<file path="config.mk">
export PLATFORM = sky130hd
export DESIGN_NAME = clip_window_voice_scheduler_core_flat
export DESIGN_NICKNAME = d
export VERILOG_FILES = /design/src/sv/cwvs_pkg.sv /design/src/sv/cwvs_stream_if.sv /design/src/sv/clip_window_voice_scheduler_core.sv /design/src/sv/cwvs_front.sv /design/src/sv/cwvs_queue.sv /design/src/sv/cwvs_back.sv /design/src/flat_wrapper.sv
export SDC_FILE = /design/constraint.sdc
export NUM_CORES = 1
export LEC_CHECK = 0
export BUFFER_PORTS_ARGS = -buffer_cell sky130_fd_sc_hd__buf_2
export CORE_ASPECT_RATIO = 0.5
export CORE_MARGIN = 2
export CORE_UTILIZATION = 50
export DETAILED_ROUTE_END_ITERATION = 8
export GPL_TIMING_DRIVEN = 0
export PLACE_DENSITY = 0.66
export SYNTH_ARGS = -nofsm -noshare
export SYNTH_HDL_FRONTEND = slang
export SYNTH_HIERARCHICAL = 1
export SYNTH_SLANG_ARGS = --single-unit
</file>
<file path="constraint.sdc">
create_clock -name clk -period 23.6 [get_ports clk]
set_clock_uncertainty 0.1 [all_clocks]
set_input_delay 1.18 -clock clk [delete_from_list [all_inputs] [get_ports clk]]
set_output_delay 1.18 -clock clk [all_outputs]
set_load 0.005 [all_outputs]
</file>
<file path="src/sv/cwvs_pkg.sv">
// ----------------------------------------------------------------------------
// cwvs_pkg
// Shared widths, constants, register indexes and payload types of the clip
// window voice scheduler.
// ----------------------------------------------------------------------------
package cwvs_pkg;

  localparam int TIME_W   = 63;
  localparam int TAG_W    = 32;
  localparam int IDX_W    = 16;
  localparam int COUNT_W  = 11;
  localparam int GAIN_W   = 16;
  localparam int GOUT_W   = 15;
  localparam int PROD_W   = 2 * GOUT_W;

  localparam int CFG_IDX_W  = 2;
  localparam int CFG_DATA_W = TIME_W;

  localparam logic [CFG_IDX_W-1:0] REG_WINDOW_START  = 2'd0;
  localparam logic [CFG_IDX_W-1:0] REG_WINDOW_FRAMES = 2'd1;
  localparam logic [CFG_IDX_W-1:0] REG_MAX_VOICES    = 2'd2;
  localparam logic [CFG_IDX_W-1:0] REG_ANY_SOLO      = 2'd3;

  localparam logic [COUNT_W-1:0] MAX_VOICES_RST = 11'd64;

  localparam longint unsigned MAX_CLIPS = 64'd65536;

  localparam logic signed [GAIN_W-1:0] UNITY_GAIN = 16'sd4096;
  localparam logic signed [GAIN_W-1:0] GAIN_MAX   = 16'sd16384;
  localparam logic signed [GAIN_W-1:0] PAN_ONE    = 16'sd16384;
  localparam logic [GOUT_W-1:0]        PAN_ONE_U  = 15'd16384;
  localparam logic [PROD_W-1:0]        ROUND_HALF = 30'd8192;
  localparam int                       PAN_SHIFT  = 14;

  localparam int QUEUE_DEPTH_DEF = 4;

  typedef struct packed {
    logic                     first_of_plan;
    logic [TIME_W-1:0]        clip_start;
    logic [TIME_W-1:0]        clip_end;
    logic [TAG_W-1:0]         clip_tag;
    logic [TAG_W-1:0]         track_tag;
    logic                     has_mix_state;
    logic                     track_muted;
    logic                     track_solo;
    logic signed [GAIN_W-1:0] track_gain;
    logic signed [GAIN_W-1:0] track_pan;
  } clip_t;

  typedef struct packed {
    logic               voice_emitted;
    logic               limit_reached;
    logic [IDX_W-1:0]   clip_index;
    logic [TAG_W-1:0]   voice_clip_tag;
    logic [TAG_W-1:0]   voice_track_tag;
    logic [TIME_W-1:0]  render_offset;
    logic [TIME_W-1:0]  timeline_start;
    logic [TIME_W-1:0]  clip_offset;
    logic [TIME_W-1:0]  voice_frames;
    logic [GOUT_W-1:0]  gain_left;
    logic [GOUT_W-1:0]  gain_right;
  } voice_t;

  // classified clip, front to back
  typedef struct packed {
    logic                     emit;
    logic                     limit;
    logic [IDX_W-1:0]         idx;
    logic [TAG_W-1:0]         clip_tag;
    logic [TAG_W-1:0]         track_tag;
    logic [TIME_W-1:0]        clip_start;
    logic [TIME_W-1:0]        clip_end;
    logic                     start_in_win;  // clip_start > window_start
    logic                     end_in_win;    // clip_end < window_end
    logic                     has_mix_state;
    logic signed [GAIN_W-1:0] gain;
    logic signed [GAIN_W-1:0] pan;
  } job_t;

  typedef struct packed {
    logic [TIME_W-1:0] start;
    logic [TIME_W-1:0] stop;
  } window_t;

endpackage

</file>
<file path="src/sv/cwvs_stream_if.sv">
// ----------------------------------------------------------------------------
// cwvs_stream_if
// Valid/ready stream channel carrying one payload per transfer.
// ----------------------------------------------------------------------------
interface cwvs_stream_if #(
  parameter type payload_t = logic
) ();
  logic     valid;
  logic     ready;
  payload_t data;

  modport source (output valid, output data, input ready);
  modport sink   (input valid, input data, output ready);
endinterface

</file>
<file path="src/sv/clip_window_voice_scheduler_core.sv">
// ----------------------------------------------------------------------------
// clip_window_voice_scheduler_core
// Schedules clips against a render window and emits one voice result per
// clip, with offsets, length and pan gains.
// ----------------------------------------------------------------------------
//  channel     dir  payload   handshake
//  clip_in     in   clip_t    valid/ready
//  voice_out   out  voice_t   valid/ready
//  cfg_*       in   index+data, write on cfg_we, no back-pressure
//
//  One clip per cycle sustained while voice_out is not stalled. The front
//  classifies a clip into the job queue at its transfer edge, and the back
//  loads the output register from the queue head when that register is empty or being taken.
//  Plan counters live in the front and update on each transfer.
//  Synchronous reset clears the queue, output valid, counters and registers.
//  clip_in.ready drops only when the job queue is full, i.e. with voice_out
//  stalled, QUEUE_DEPTH jobs queued behind the result held at the output.
// ----------------------------------------------------------------------------
module clip_window_voice_scheduler_core #(
  parameter int QUEUE_DEPTH = cwvs_pkg::QUEUE_DEPTH_DEF
) (
  input  logic                             clk,
  input  logic                             rst,
  input  logic                             cfg_we,
  input  logic [cwvs_pkg::CFG_IDX_W-1:0]   cfg_index,
  input  logic [cwvs_pkg::CFG_DATA_W-1:0]  cfg_data,
  cwvs_stream_if.sink                      clip_in,
  cwvs_stream_if.source                    voice_out
);
  import cwvs_pkg::*;

  logic    push;
  logic    full;
  logic    pop;
  logic    head_valid;
  job_t    push_job;
  job_t    head_job;
  window_t window;

  cwvs_front u_front (
    .clk        (clk),
    .rst        (rst),
    .cfg_we     (cfg_we),
    .cfg_index  (cfg_index),
    .cfg_data   (cfg_data),
    .clip_in    (clip_in),
    .queue_full (full),
    .push       (push),
    .job        (push_job),
    .window     (window)
  );

  cwvs_queue #(
    .DEPTH (QUEUE_DEPTH)
  ) u_queue (
    .clk        (clk),
    .rst        (rst),
    .push       (push),
    .push_job   (push_job),
    .full       (full),
    .pop        (pop),
    .head_valid (head_valid),
    .head_job   (head_job)
  );

  cwvs_back u_back (
    .clk       (clk),
    .rst       (rst),
    .job_valid (head_valid),
    .job       (head_job),
    .window    (window),
    .pop       (pop),
    .voice_out (voice_out)
  );

endmodule

</file>
<file path="src/sv/cwvs_front.sv">
// ----------------------------------------------------------------------------
// cwvs_front
// Configuration registers, plan counters and clip classification; pushes one
// classified job per accepted clip.
// ----------------------------------------------------------------------------
module cwvs_front (
  input  logic                                clk,
  input  logic                                rst,
  input  logic                                cfg_we,
  input  logic [cwvs_pkg::CFG_IDX_W-1:0]      cfg_index,
  input  logic [cwvs_pkg::CFG_DATA_W-1:0]     cfg_data,
  cwvs_stream_if.sink                         clip_in,
  input  logic                                queue_full,
  output logic                                push,
  output cwvs_pkg::job_t                      job,
  output cwvs_pkg::window_t                   window
);
  import cwvs_pkg::*;

  logic [TIME_W-1:0]  window_start;
  logic [TIME_W-1:0]  window_frames;
  logic [TIME_W-1:0]  window_end;
  logic [COUNT_W-1:0] max_voices;
  logic               any_solo;

  logic [COUNT_W-1:0] voice_count;
  logic               stopped;
  logic [IDX_W-1:0]   clip_counter;

  logic [TIME_W:0]    end_sum;
  logic [TIME_W-1:0]  end_sat;
  logic               eff_stopped;
  logic [COUNT_W-1:0] eff_count;
  logic [IDX_W-1:0]   idx;
  logic [IDX_W:0]     idx_inc;
  logic [IDX_W-1:0]   clip_counter_next;
  logic               overlap;
  logic               audible;
  logic               candidate;
  logic               hit_limit;
  logic               emit;
  clip_t              c;

  assign c = clip_in.data;

  // window end saturates at the top of the 63-bit range; updated with the write
  always_comb begin
    end_sum = '0;
    unique case (cfg_index)
      REG_WINDOW_START:  end_sum = {1'b0, cfg_data} + {1'b0, window_frames};
      REG_WINDOW_FRAMES: end_sum = {1'b0, window_start} + {1'b0, cfg_data};
      default:           end_sum = {1'b0, window_start} + {1'b0, window_frames};
    endcase
    end_sat = end_sum[TIME_W] ? '1 : end_sum[TIME_W-1:0];
  end

  always_ff @(posedge clk) begin
    if (rst) begin
      window_start  <= '0;
      window_frames <= '0;
      window_end    <= '0;
      max_voices    <= MAX_VOICES_RST;
      any_solo      <= 1'b0;
    end else if (cfg_we) begin
      unique case (cfg_index)
        REG_WINDOW_START: begin
          window_start <= cfg_data;
          window_end   <= end_sat;
        end
        REG_WINDOW_FRAMES: begin
          window_frames <= cfg_data;
          window_end    <= end_sat;
        end
        REG_MAX_VOICES: max_voices <= cfg_data[COUNT_W-1:0];
        REG_ANY_SOLO:   any_solo   <= cfg_data[0];
        default: ;
      endcase
    end
  end

  always_comb begin
    eff_stopped = c.first_of_plan ? 1'b0 : stopped;
    eff_count   = c.first_of_plan ? '0 : voice_count;
    idx         = c.first_of_plan ? '0 : clip_counter;
    idx_inc     = {1'b0, idx} + 1'b1;
    clip_counter_next = (64'(idx_inc) >= MAX_CLIPS) ? '0 : idx_inc[IDX_W-1:0];

    overlap = (c.clip_end > window_start) && (c.clip_start < window_end);
    if (c.has_mix_state) begin
      audible = !c.track_muted && (!any_solo || c.track_solo);
    end else begin
      audible = !any_solo;
    end
    candidate = !eff_stopped && (window_frames != '0) && overlap && audible;
    hit_limit = candidate && (eff_count >= max_voices);
    emit      = candidate && !hit_limit && (c.clip_end > c.clip_start);
  end

  always_ff @(posedge clk) begin
    if (rst) begin
      voice_count  <= '0;
      stopped      <= 1'b0;
      clip_counter <= '0;
    end else if (push) begin
      voice_count  <= eff_count + COUNT_W'(emit);
      stopped      <= eff_stopped || hit_limit;
      clip_counter <= clip_counter_next;
    end
  end

  assign clip_in.ready = !queue_full;
  assign push          = clip_in.valid && !queue_full;

  always_comb begin
    job.emit          = emit;
    job.limit         = eff_stopped || hit_limit;
    job.idx           = idx;
    job.clip_tag      = c.clip_tag;
    job.track_tag     = c.track_tag;
    job.clip_start    = c.clip_start;
    job.clip_end      = c.clip_end;
    job.start_in_win  = c.clip_start > window_start;
    job.end_in_win    = c.clip_end < window_end;
    job.has_mix_state = c.has_mix_state;
    job.gain          = c.track_gain;
    job.pan           = c.track_pan;
  end

  assign window.start = window_start;
  assign window.stop  = window_end;

endmodule

</file>
<file path="src/sv/cwvs_queue.sv">
// ----------------------------------------------------------------------------
// cwvs_queue
// Small FIFO of classified jobs between front and back.
// ----------------------------------------------------------------------------
module cwvs_queue #(
  parameter int DEPTH = cwvs_pkg::QUEUE_DEPTH_DEF
) (
  input  logic            clk,
  input  logic            rst,
  input  logic            push,
  input  cwvs_pkg::job_t  push_job,
  output logic            full,
  input  logic            pop,
  output logic            head_valid,
  output cwvs_pkg::job_t  head_job
);
  import cwvs_pkg::*;

  localparam int PTR_W = (DEPTH > 1) ? $clog2(DEPTH) : 1;
  localparam int CNT_W = $clog2(DEPTH + 1);
  localparam logic [PTR_W-1:0] LAST = PTR_W'(DEPTH - 1);

  job_t             slots [DEPTH];
  logic [PTR_W-1:0] wr_ptr;
  logic [PTR_W-1:0] rd_ptr;
  logic [CNT_W-1:0] count;
  logic             do_pop;

  assign full       = (count == CNT_W'(DEPTH));
  assign head_valid = (count != '0);
  assign head_job   = slots[rd_ptr];
  assign do_pop     = pop && head_valid;

  always_ff @(posedge clk) begin
    if (push) begin
      slots[wr_ptr] <= push_job;
    end
  end

  always_ff @(posedge clk) begin
    if (rst) begin
      wr_ptr <= '0;
      rd_ptr <= '0;
      count  <= '0;
    end else begin
      if (push) begin
        wr_ptr <= (wr_ptr == LAST) ? '0 : wr_ptr + 1'b1;
      end
      if (do_pop) begin
        rd_ptr <= (rd_ptr == LAST) ? '0 : rd_ptr + 1'b1;
      end
      if (push && !do_pop) begin
        count <= count + 1'b1;
      end else if (do_pop && !push) begin
        count <= count - 1'b1;
      end
    end
  end

endmodule

</file>
<file path="src/sv/cwvs_back.sv">
// ----------------------------------------------------------------------------
// cwvs_back
// Turns a classified job into a voice result: window clipping, offsets and
// pan gains, held in the output register.
// ----------------------------------------------------------------------------
module cwvs_back (
  input  logic               clk,
  input  logic               rst,
  input  logic               job_valid,
  input  cwvs_pkg::job_t     job,
  input  cwvs_pkg::window_t  window,
  output logic               pop,
  cwvs_stream_if.source      voice_out
);
  import cwvs_pkg::*;

  logic                     out_valid;
  voice_t                   out_data;
  voice_t                   result;
  logic [TIME_W-1:0]        vs;
  logic [TIME_W-1:0]        ve;
  logic signed [GAIN_W-1:0] gain_in;
  logic signed [GAIN_W-1:0] pan_in;
  logic [GOUT_W-1:0]        g;
  logic [GOUT_W-1:0]        pan_mag;
  logic [GOUT_W-1:0]        factor;
  logic [PROD_W-1:0]        prod;
  logic [GOUT_W-1:0]        scaled;

  assign pop = job_valid && (!out_valid || voice_out.ready);

  always_comb begin
    vs = job.start_in_win ? job.clip_start : window.start;
    ve = job.end_in_win ? job.clip_end : window.stop;

    gain_in = job.has_mix_state ? job.gain : UNITY_GAIN;
    pan_in  = job.has_mix_state ? job.pan : '0;

    priority if (gain_in <= 0) begin
      g = '0;
    end else if (gain_in > GAIN_MAX) begin
      g = PAN_ONE_U;
    end else begin
      g = gain_in[GOUT_W-1:0];
    end

    // magnitude of the clamped pan; only the far side gets scaled
    priority if (pan_in > PAN_ONE || pan_in < -PAN_ONE) begin
      pan_mag = PAN_ONE_U;
    end else if (pan_in < 0) begin
      pan_mag = GOUT_W'(-pan_in);
    end else begin
      pan_mag = pan_in[GOUT_W-1:0];
    end
    factor = PAN_ONE_U - pan_mag;
    prod   = PROD_W'(g) * PROD_W'(factor) + ROUND_HALF;
    scaled = prod[PAN_SHIFT +: GOUT_W];

    result = '0;
    result.limit_reached = job.limit;
    result.clip_index    = job.idx;
    if (job.emit) begin
      result.voice_emitted   = 1'b1;
      result.voice_clip_tag  = job.clip_tag;
      result.voice_track_tag = job.track_tag;
      result.render_offset   = vs - window.start;
      result.timeline_start  = vs;
      result.clip_offset     = vs - job.clip_start;
      result.voice_frames    = ve - vs;
      result.gain_left       = (pan_in > 0) ? scaled : g;
      result.gain_right      = (pan_in < 0) ? scaled : g;
    end
  end

  always_ff @(posedge clk) begin
    if (rst) begin
      out_valid <= 1'b0;
    end else if (pop) begin
      out_valid <= 1'b1;
    end else if (voice_out.ready) begin
      out_valid <= 1'b0;
    end
  end

  always_ff @(posedge clk) begin
    if (pop) begin
      out_data <= result;
    end
  end

  assign voice_out.valid = out_valid;
  assign voice_out.data  = out_data;

endmodule

</file>
<file path="src/flat_wrapper.sv">
// flat-port wrapper written by rule: the top's interface ports become plain ports
module clip_window_voice_scheduler_core_flat import cwvs_pkg::*;
#(
  parameter int QUEUE_DEPTH = cwvs_pkg::QUEUE_DEPTH_DEF
)
  (clk, rst, cfg_we, cfg_index, cfg_data, clip_in_valid, clip_in_data, clip_in_ready, voice_out_valid, voice_out_data, voice_out_ready);
  cwvs_stream_if clip_in_i ();
  cwvs_stream_if voice_out_i ();
  input  logic clk;
  input  logic rst;
  input  logic cfg_we;
  input  logic [cwvs_pkg::CFG_IDX_W-1:0] cfg_index;
  input  logic [cwvs_pkg::CFG_DATA_W-1:0] cfg_data;
  input wire logic [$bits(clip_in_i.valid)-1:0] clip_in_valid;
  input wire logic [$bits(clip_in_i.data)-1:0] clip_in_data;
  output wire logic [$bits(clip_in_i.ready)-1:0] clip_in_ready;
  output wire logic [$bits(voice_out_i.valid)-1:0] voice_out_valid;
  output wire logic [$bits(voice_out_i.data)-1:0] voice_out_data;
  input wire logic [$bits(voice_out_i.ready)-1:0] voice_out_ready;
  assign clip_in_i.valid = clip_in_valid;
  assign clip_in_i.data = clip_in_data;
  assign clip_in_ready = clip_in_i.ready;
  assign voice_out_valid = voice_out_i.valid;
  assign voice_out_data = voice_out_i.data;
  assign voice_out_i.ready = voice_out_ready;
  clip_window_voice_scheduler_core #(.QUEUE_DEPTH(QUEUE_DEPTH)) u_core (.clk(clk), .rst(rst), .cfg_we(cfg_we), .cfg_index(cfg_index), .cfg_data(cfg_data), .clip_in(clip_in_i), .voice_out(voice_out_i));
endmodule
</file>
# Word level (Yosys, flattened, before mapping)

Memory sizes are Yosys's and may differ from the RTL's. A register that Yosys moved wholly into a read port is not among the register bits.
Index checks and enable logic that the tools add are counted.
Widths: inputs -> output; s select.

Add/subtract/negate cells: 11
$mul: 1
Magnitude comparators: 9
Equality and inequality tests: 6
Mux-type cells: 20
Reductions and logical operators: 30

Operator list:

| cell                   | number |
|---|---|
| $add 63x63->64         | 3 |
| $pmux 64 s2            | 1 |
| $gt 1x63->1 const A    | 1 |
| $lt 1x63->1 const A    | 1 |
| $mux 63                | 1 |
| $reduce_bool 63->1     | 1 |
| $mux 15                | 4 |
| $mux 16                | 3 |
| $gt 16x16->1 const B   | 2 |
| $add 16x1->17 const B  | 1 |
| $ge 17x17->1 const B   | 1 |
| $le 16x1->1 const B    | 1 |
| $lt 16x1->1 const B    | 1 |
| $lt 16x15->1 const B   | 1 |
| $add 15x14->15 const B | 1 |
| $mul 15x15->15         | 1 |
| $neg 15->15            | 1 |
| $sub 15x15->15 const A | 1 |
| $ge 1x11->1 const A    | 1 |
| $logic_and 1x1->1      | 10 |
| $reduce_and 2->1       | 5 |
| $eq 2x2->1 const B     | 4 |
| $mux 2                 | 4 |
| $logic_not 1->1        | 6 |
| 12 further kinds       | 21 |

Register bits: 227
RAM bits: 80
Input port bits: 71
Memories: 1

Memory list:

| name                 | depth | bits a word | rd ports | clocked after Yosys merged registers in | write ports | line             | text |
|---|---|---|---|---|---|---|---|
| u_core.u_queue.slots | 4     | 20          | 1        | 1                                       | 1           | cwvs_queue.sv:23 | `job_t slots [DEPTH];` |

# Depth between registers and ports, before layout

Gate-level depths: netlist (run 1).

Word-level depth: 8
Depth in mapped cells: 44

# By module

The synthesis (run 1) kept the hierarchy.

Modules (own cells, without submodules):

| module     | instances | cells an instance | area each (sq um) | sequential area each (sq um) |
|---|---|---|---|---|
| cwvs_queue | 1         | 1313              | 35484.0           | 29368.2 |
| cwvs_front | 1         | 1851              | 14353.8           | 4124.0 |
| cwvs_back  | 1         | 579               | 4616.9            | 50.0 |

# Least setup slack after synthesis (run 1)

OpenSTA, ideal clock, no wires.

Path type: flip-flop to flip-flop
Start point: reg (tool-made name)
End point: reg u_core.u_back.out_data (netlist bit u_core/u_back/voice_out.data), data pin
Arrival time: 9.752 ns
Required time: 23.242 ns
Path slack: 13.490 ns
Stages on the path, launching flop included: 41
Path buffers: 7
Path through: dfxtp_1 -> buf_2 -> buf_2 -> mux4_2 -> clkbuf_1 -> clkbuf_1 -> buf_1 -> nand2_1 -> ha_1 -> nor3b_1 -> nand4_1 -> a31oi_1 -> and2_1 -> clkbuf_1 -> inv_1 -> ha_1 -> clkinv_1 -> xnor2_1 -> (+5 left out) -> fa_1 -> fa_1 -> fa_1 -> inv_1 -> fa_1 -> inv_1 -> ha_1 -> nand2_1 -> or3_1 -> a31oi_1 -> nor2_1 -> o21ai_1 -> xnor3_1 -> xnor3_1 -> xor3_1 -> xor2_1 -> mux2i_1 -> a21boi_1

RTL lines:

| element              | line            | text |
|---|---|---|
| to (signal assigned) | cwvs_back.sv:87 | `out_data <= result;` |
| to (decl)            | cwvs_back.sv:18 | `voice_t out_data;` |

==> results of run 1 <==
-- metal layers --
layer | vias to the layer above | wire length [um]
li1 | 3028 | -
met1 | 3223 | 9750
met5 | - | 0
met2 | 176 | 9950
met4 | 0 | 342
met3 | 31 | 1050
-- cells in the final DEF, fill, tap and decap left out, drive strengths merged, types with 13 or more instances in the layout --
cell type and instances:
ha 54, xor2 14, mux4 34, inv 103
and2 16, buf 57, xnor2 17, conb 33
a21oi 13, nor2 60, clkbuf 44, nand3 39
edfxtp 137, nand2 58, fa 69
-- how the worst max path moves through the flow --
stage | endpoint | slack (ns) | cells past startpoint
after floorplan | u_core/u_back/voice_out.data | 13.66 | 40
after global placement | u_core/u_back/voice_out.data | 11.72 | 40
after detailed placement | u_core/u_back/voice_out.data | 11.55 | 40
after CTS | u_core/u_back/voice_out.data | 11.52 | 40
after global routing | u_core/u_back/voice_out.data | 10.79 | 40
final | u_core/u_back/voice_out.data | 11.43 | 40
-- area by class of cell --
class                      count  area, um^2  share of cell area, %
tap                          266         333                   2.93
clock buffer                  19         453                   3.99
multi-input combinational    552        5240                   46.1
buffer                        72         417                   3.67
timing repair buffer          10         110                  0.969
clock inverter                13         110                  0.969
inverter                     104         390                   3.43
sequential                   147        4310                   38.0
-- through the flow --
stage / instances / setup WS (ns)
4_1_cts: 1183 / 11.52
3_3_place_gp: 1147 / 11.72
2_1_floorplan: 875 / 13.66
3_5_place_dp: 1151 / 11.55
6_report: 1183 / 11.43
5_1_grt: 1183 / 10.79
-- where the power goes --
| group | leakage (nW) | internal (mW) | total, mW | switching (mW) |
|---|---|---|---|---|
| logic | 2.95 | 0.411 | 1.03 | 0.619 |
| clock network | 0.274 | 0.150 | 0.249 | 0.0988 |
| registers | 1.34 | 0.318 | 0.328 | 0.00931 |
| total | 4.56 | 0.879 | 1.61 | 0.727 |
-- critical path, delay by kind of cell (launching register included) --
family	cells	cell delay, ns
flops	1	0.30
buf+inv	12	2.49
fa+ha+maj	9	3.99
xor+xnor	5	1.30
simple gates	8	1.68
compound gates	4	1.16
mux	2	0.84
-- sequential cells by signal, indices dropped and copies added (netlist names), named ones only --
register / count
u_core/u_back/voice_out.data: 1
u_core/u_back/voice_out.valid: 1
u_core/u_queue/count: 3
u_core/u_queue/rd_ptr: 2
u_core/u_queue/slots: 136
u_core/u_queue/wr_ptr: 2
==> run_results.csv, run 1 <==
group,metric,value,unit
placement,gp_congestion,0.879,
final_layout,fin_util,57.5,%
clock_network,numCtsBuffers,17,
timing,drv_slew,0,
clock_network,cts_num_sinks,147,
setup_path,rrSetupSlack,11.43,ns
timing,fin_hold_ws,0.426,ns
setup_path,worst_path_most_repeated_cell,"fa_1",
grt,grt_pass1_vias,6736,
placement,place.port_buffers,6,
final_layout,area_growth,11.1,%
placement,hpwl,15900,um
timing,rsz0062_at_grt,"no",
grt,grt_usage,21.2,%
setup_path,worst-endpoint-arrival,12.22,ns
routing,vias,6458,
routing,routedWlPerCell,17.8,um
final_layout,drive_gt1_share,15.3,%
die,initial_core_util,51.8,%
grt,grt_max_degree,31,
grt,use_met3,3.99,%
clock_network,cts_setup_buffers,0,
die,core_area,19800,um^2
setup_path,max_stage_delay,0.69,ns
timing,min_period,12.17,ns
timing,period_share,51.6,%
pwr,power,1.61,mW
timing,setup_violations,0,
setup_path,end_kind,"flop",
clock_network,path_clk_slew,0.06,ns
grt,antenna_found_initial,0,
timing,hold_viol_final,0,
die,die_w,206,um
routing,ant_nets,0,
final_layout,fin_nets,1098,
status,status,"complete, no violations",
placement,place_area,10800,um^2
timing,relSlewSlack,23.8,%
final_layout,n_fill_cell,1634,
routing,drt_iter0_markers,420,
worst_hold_path,hp-class,"reg2reg",
clock_network,cts-root-buf,"clkbuf_16",
die,die_area,21700,um^2
grt,grt_util_met1,29.3,%
setup_path,cp_max_fo,10,
clock_network,cts_tree,"done",
grt,use_met2,33.7,%
final_layout,antennaDiodeCount,0,
setup_path,cp.required,23.65,ns
pwr,power.leakage,4.56,nW
synthesis,synth_warnings,6,
setup_path,worst_r2r_path_depth,40,
synthesis,syn_area,10200,um^2
timing,max_freq,82.2,MHz
worst_hold_path,hp-start,"u_core/u_queue/count[2]",
clock_network,ctsHtreeMaxLevel,4,
timing,final.setup.tns,0,ns
setup_path,reg2reg_to,"u_core/u_back/voice_out.data",
worst_hold_path,worst_hold_path.num_cells,2,
setup_path,slowest_stage,"a31oi_1",
final_layout,fin_area,11400,um^2
grt,grt_busiest_layer,"met2",
routing,drt_wl_total,21100,um
die,die_y,105,um
die,io_pins,74,
grt,grt_pass1_wl,34700,um
routing,first_pass_iters,6,
pwr,ir_drop,0.0681,mV
routing,drc,0,
die,rows,36,
timing,tightest_slew,1.13,ns
worst_hold_path,min_to,"u_core/u_queue/count[2]",
pwr,power_density,141,nW/um^2
clock_network,ctsHoldBuffers,0,
clock_network,insertion_delay,0.42,ns
synthesis,avgSynthCellArea,12.1,um^2
grt,overflow,0,
setup_path,crit_type,"reg2reg",
clock_network,postCtsResizedCells,0,
synthesis,synthCells,843,
clock_network,clock_path_buffers,2,
routing,vias_per_cell,5.46,
setup_path,start_kind,"flop",
flow_run,cap_violations,0,
Note: power is estimated with default switching activity, not from simulation.
==> inputs of run 2 (changes only) <==
PLACE_DENSITY = 0.68   (was 0.66)
clock period = 9.8 ns   (was 23.6 ns; I/O delays follow)
==> run 2 against run 1 <==
  * Worst hold slack got worse by 0.24 ns
  * Cell count increased by 2.4%
  * Sequential share of layout area decreased by 1.7 points
  * Critical endpoint unchanged
  * Highest routed layer unchanged
  * Final area increased by 4.6%
==> run_results.csv, run 2 (synthesis gave the netlist of run 1 again) <==
group,metric,value,unit
setup_path,cp.required,9.86,ns
timing,period_share,97.2,%
final_layout,layout_commonest_cell,"edfxtp_1",
die,die_w,206,um
final_layout,antennaDiodeCount,0,
setup_path,worst_path_most_repeated_cell,"fa_1",
worst_hold_path,hp-class,"in2reg",
final_layout,layoutNonFillerInstCount,1211,
pwr,clkPwrFrac,14.7,%
clock_network,cts_tree,"done",
clock_network,cts-root-buf,"clkbuf_16",
routing,vias_per_cell,5.49,
timing,fin_hold_ws,0.183,ns
setup_path,slowest_stage,"mux4_2",
timing,hold_viol_final,0,
pwr,power_density,359,nW/um^2
pwr,ir_drop,0.166,mV
timing,setup_violations,0,
clock_network,ctsHtreeMaxLevel,4,
timing,timing.final.ws_setup,0.275,ns
setup_path,cp_num_buf_inv,7,
final_layout,max_flop_register,"u_core/u_queue/slots",
setup_path,end_kind,"flop",
setup_path,start_kind,"flop",
setup_path,reg2reg_to,"u_core/u_back/voice_out.data",
pwr,power.leakage,4.83,nW
worst_hold_path,worst_hold_path.num_cells,1,
setup_path,rrSetupSlack,0.28,ns
final_layout,fin_area,11900,um^2
die,io_pins,74,
setup_path,path_delay_family,"adder cells",
setup_path,cp_max_fo,10,
die,die_area,21700,um^2
die,rows,36,
grt,grt_usage,21.4,%
pwr,power,4.27,mW
routing,first_pass_iters,5,
clock_network,numCtsBuffers,17,
pwr,p_comb_share,66.8,%
final_layout,fin_nets,1126,
placement,place_area,10800,um^2
timing,drv_slew,0,
pwr,sw_frac_of_total,44.3,%
timing,relSlewSlack,55.2,%
pwr,internal-power,2.38,mW
clock_network,clock_path_buffers,2,
placement,dpl_worst_slack,-1.76,ns
clock_network,path_clk_slew,0.06,ns
final_layout,top_regs,"u_core/u_queue/slots (136), u_core/u_queue/count (3)",
grt,antenna_found_initial,0,
grt,grt_max_degree,30,
setup_path,crit_type,"reg2reg",
die,die_y,105,um
routing,routedWlPerCell,18.0,um
timing,final.setup.tns,0,ns
grt,grt_pass1_wl,35500,um
status,status,"complete, no violations",
die,initial_core_util,51.8,%
grt,grt_pass1_vias,6966,
routing,drc,0,
clock_network,insertion_delay,0.41,ns
placement,dp.cells,1151,
final_layout,mostFrequentLayoutCells,"edfxtp_1, inv_1, fa_1, buf_4, nor2_1",
final_layout,fin_util,60.1,%
flow_run,cap_violations,0,
setup_path,worst_r2r_path_depth,34,
placement,hpwl,15700,um
clock_network,cts_num_sinks,147,
worst_hold_path,hp-start,"clip_in_data",
routing,drt_iter0_markers,631,
pwr,p_sw,1.89,mW
setup_path,worst-endpoint-arrival,9.58,ns
timing,min_period,9.52,ns
final_layout,drive_gt1_share,23.0,%
timing,max_freq,105,MHz
clock_network,ctsHoldBuffers,0,
routing,ant_nets,0,
placement,gp_congestion,0.924,
placement,place.port_buffers,6,
timing,tightest_slew,0.666,ns
worst_hold_path,min_to,"u_core/u_queue/slots[3][0]",
routing,drt_wl_total,21800,um
pwr,power_frac_seq,18.5,%
routing,vias,6646,
grt,overflow,0,
setup_path,max_stage_delay,0.57,ns
die,core_area,19800,um^2
final_layout,largest_reg_flops,136,
final_layout,area_growth,16.2,%
[run 2: cell types whose count changed in the layout (fill, tap and decap cells not counted), sizes merged]
cell      previous run  this run
buf                 57        89
inv                103       106
clkinv              10         6
clkinvlp             3         4
clkbuf              44        39
bufinv               1         2
[run 2: worst max path at each step]
stage                     startpoint                           end  slack [ns]  cells past startpoint
after floorplan                 flop  u_core/u_back/voice_out.data        0.04                     40
after global placement          flop  u_core/u_back/voice_out.data       -1.71                     40
after detailed placement        flop  u_core/u_back/voice_out.data       -1.76                     40
after CTS                       flop  u_core/u_back/voice_out.data        0.04                     41
after global routing            flop  u_core/u_back/voice_out.data       -0.03                     36
final                           flop  u_core/u_back/voice_out.data        0.28                     34
[run 2: what timing repair did]
| item | CTS | global route |
|---|---|---|
| pin swaps | 16 | 17 |
| gates resized for setup | 49 | 36 |
| buffers inserted | 13 | 18 |
| gates cloned | 0 | 0 |
| setup endpoints to repair | 1 | 1 |
[run 2: layout make-up]
type,count,area (um^2)
Fill cell,1562,7880
Multi-Input combinational cell,552,5430
Sequential cell,147,4320
Buffer,69,480
Clock buffer,18,429
Inverter,104,398
Timing Repair Buffer,41,350
Tap cell,266,333
Clock inverter,14,155
[run 2: layer usage]
| layer | wire length, um | track usage, % | part of all wire [%] |
|---|---|---|---|
| met3 | 1230 | 4.46 | 5.7 |
| met5 | 0 | 0 | 0 |
| met2 | 10300 | 33.8 | 47 |
| met4 | 248 | 5.77 | 1.1 |
| met1 | 9940 | 30.2 | 46 |
[run 2: power by group through the flow]
stage | sequential [mW] | combinational [mW] | clock (mW)
finish | 0.791 | 2.85 | 0.628
global route | 0.797 | 3.10 | 0.667
CTS | 0.790 | 2.69 | 0.641
detailed placement | 0.803 | 2.47 | 0
global placement | 0.801 | 2.42 | 0
floorplan | 0.797 | 1.85 | 0
==> inputs of run 3 (changes only) <==
CORE_ASPECT_RATIO = not set   (was 0.5)
CORE_UTILIZATION = 14   (was 50)
PLACE_DENSITY = 0.7   (was 0.68)
SYNTH_HIERARCHICAL = not set   (was 1)
==> run 3 against run 2 <==
  * Count of clock-buffer cells in the layout is 15 lower
  * Largest power group unchanged
  * Die area shrank 91%
  * Utilization down 41 points
  * Cell count decreased by 96%
  * Via count decreased by 97%
  * Largest cell class unchanged
  * Synthesized cell count is 97% lower
  * Synthesized area down 98%
  * Wire length shrank 98%
  * First-iteration DRC count fell by 99%
  * Sequential cell count down 143
  * Worst setup slack gained 7.4 ns
  * Global-route usage is 16 points lower
==> run_results.csv, run 3 <==
group,metric,value,unit
status,status,"complete, no violations",
pwr,p_sw,0.0321,mW
setup_path,path_delay_family,"adder cells",
final_layout,max_flop_register,"u_core.u_queue.count",
synthesis,synth_edf_count,0,
setup_path,cp_max_fo,5,
setup_path,cp.required,9.86,ns
pwr,power_frac_seq,32.5,%
final_layout,area_growth,31.2,%
die,io_pins,74,
timing,setup_violations,0,
worst_hold_path,worst_hold_path.num_cells,2,
routing,routedWlPerCell,7.48,um
timing,hold_viol_final,0,
setup_path,max_stage_delay,0.43,ns
pwr,power,0.0898,mW
final_layout,n_fill_cell,171,
die,die_area,1880,um^2
clock_network,cts_num_sinks,4,
die,core_area,1470,um^2
routing,vias,178,
synthesis,yosysTopAreaCellShare,37.0,%
placement,place.port_buffers,5,
synthesis,yosysMostFrequentCell,"dfxtp_1",
die,rows,14,
timing,period_share,22.0,%
die,initial_core_util,14.7,%
pwr,ir_drop,0.0634,mV
synthesis,syn_nets,97,
setup_path,cp.depth,9,
clock_network,postCtsResizedCells,0,
setup_path,crit_type,"reg2reg",
synthesis,ys_async_sr_fraction,0,%
clock_network,ctsHtreeMaxLevel,1,
grt,grt_max_degree,6,
pwr,clkPwrFrac,22.1,%
pwr,internal-power,0.0577,mW
routing,ant_nets,0,
timing,drv_slew,0,
synthesis,ys_ff_latch,4,
setup_path,worst_r2r_path_depth,9,
final_layout,mostFrequentLayoutCells,"buf_2, dfxtp_1, nor2_1, clkbuf_4",
setup_path,cp_num_buf_inv,1,
setup_path,path_cells,"nor2_1, nand2_1, and2_1, ha_1, inv_1, fa_1, xor2_1, or3_1, a21oi_1",
final_layout,largest_reg_flops,3,
clock_network,ctsHoldBuffers,0,
setup_path,slowest_stage,"fa_1",
final_layout,drive_gt1_share,28.1,%
clock_network,cts_tree,"done",
synthesis,syn_area,216,um^2
synthesis,muxShareOfSynthArea,4.62,%
die,die_y,43.3,um
pwr,sw_frac_of_total,35.8,%
synthesis,synthTopCellsByArea,"dfxtp_1, fa_1, xor2_1",
placement,gp_congestion,0.590,
pwr,power.leakage,0.130,nW
clock_network,cts_setup_buffers,0,
synthesis,yosys.area_share.simple,17.9,%
grt,grt_usage,5.00,%
synthesis,synthCells,24,
routing,drt_iter0_markers,5,
timing,rsz0062_at_grt,"no",
clock_network,clock_path_buffers,2,
timing,min_period,2.16,ns
synthesis,synth_compound_area_share,10.4,%
synthesis,synth_top_family_by_area,"simple AND/OR/NAND/NOR gates",
synthesis,synth-xor-area-share,8.09,%
routing,first_pass_iters,2,
pwr,p_comb_share,45.3,%
die,die_w,43.3,um
setup_path,end_kind,"flop",
routing,drt_wl_total,359,um
synthesis,synth_warnings,0,
flow_run,cap_violations,0,
worst_hold_path,hp-class,"in2reg",
grt,grt_pass1_wl,552,um
clock_network,cts-root-buf,"clkbuf_4",
clock_network,numCtsBuffers,3,
grt,overflow,0,
timing,max_freq,463,MHz
pwr,power_density,316,nW/um^2
synthesis,yosysSeqAreaShare,37.0,%
routing,vias_per_cell,3.71,
clock_network,insertion_delay,0.23,ns
synthesis,yosys.area_share.adder,15.0,%
final_layout,antennaDiodeCount,0,
clock_network,path_clk_slew,0.04,ns
final_layout,layout_commonest_cell,"buf_2",
final_layout,fin_nets,107,
synthesis,synth_common_cells,"dfxtp_1, nor2_1, a21oi_1, xor2_1",
synthesis,ys.flop_type,"dfxtp_1",
setup_path,start_kind,"flop",
synthesis,ys_types,17,
timing,final.setup.tns,0,ns
synthesis,yosysTopAreaCell,"dfxtp_1",
placement,hpwl,274,um
grt,grt_pass1_vias,142,
routing,drc,0,
grt,antenna_found_initial,0,
setup_path,worst-endpoint-arrival,2.22,ns
synthesis,avgSynthCellArea,9.02,um^2
run 3: cell families after synthesis:
group                    count (synthesis)
multiplexers                             1
buffers and inverters                    2
AND/OR/NAND/NOR                          8
flip-flops                               4
AO/OA/AOI/OAI                            4
adder cells (fa/ha/maj)                  2
XOR/XNOR                                 2
other                                    1
run 3: power groups by stage:
stage          sequential [mW]  combinational (mW)  clock (mW)
2_1_floorplan           0.0284              0.0330           0
3_3_place_gp            0.0292              0.0402           0
3_5_place_dp            0.0296              0.0404           0
4_1_cts                 0.0293              0.0412      0.0209
5_1_grt                 0.0300              0.0465      0.0221
6_report                0.0292              0.0407      0.0199
run 3: path summary, 6_finish.rpt:
path              slack (ns)                            end                     startpoint
setup reg to reg        7.64        u_core.u_queue.count[2]        u_core.u_queue.count[0]
hold / removal          0.36  u_core.u_back.voice_out.valid                            rst
setup / recovery        7.64        u_core.u_queue.count[2]        u_core.u_queue.count[0]
hold reg to reg         0.40  u_core.u_back.voice_out.valid  u_core.u_back.voice_out.valid
run 3: layer usage:
layer / share of wire [%] / vias up / global-route usage [%]
met1: 51 / 73 / 5.91
met5: 0 / - / 0
met3: 17 / 0 / 7.66
met2: 33 / 9 / 3.28
li1: - / 96 / -
met4: 0 / 0 / 3.64
run 3: stage by stage:
| stage | hold WS (ns) | std cells | area (um^2) | utilization (%) | worst slack [ns] |
|---|---|---|---|---|---|
| 5_1_grt | 0.378 | 48 | 284 | 19.3 | 7.48 |
| 2_1_floorplan | 0.378 | 24 | 216 | - | 7.67 |
| 4_1_cts | 0.354 | 48 | 284 | 19.3 | 7.62 |
| 6_report | 0.362 | 48 | 284 | 19.3 | 7.64 |
| 3_3_place_gp | 0.387 | 45 | 262 | 17.8 | 7.50 |
| 3_5_place_dp | 0.393 | 45 | 262 | 17.8 | 7.46 |
run 3: area by class of cell:
cell class / count / area (um^2) / share of cell area (%)
plain buffers: 1 / 7.51 / 2.64
clock buffers: 3 / 22.5 / 7.93
inverters: 1 / 3.75 / 1.32
multi-input cells: 18 / 125 / 44.1
flip-flops and latches: 4 / 80.1 / 28.2
well taps: 16 / 20.0 / 7.05
repair buffers: 5 / 25.0 / 8.81
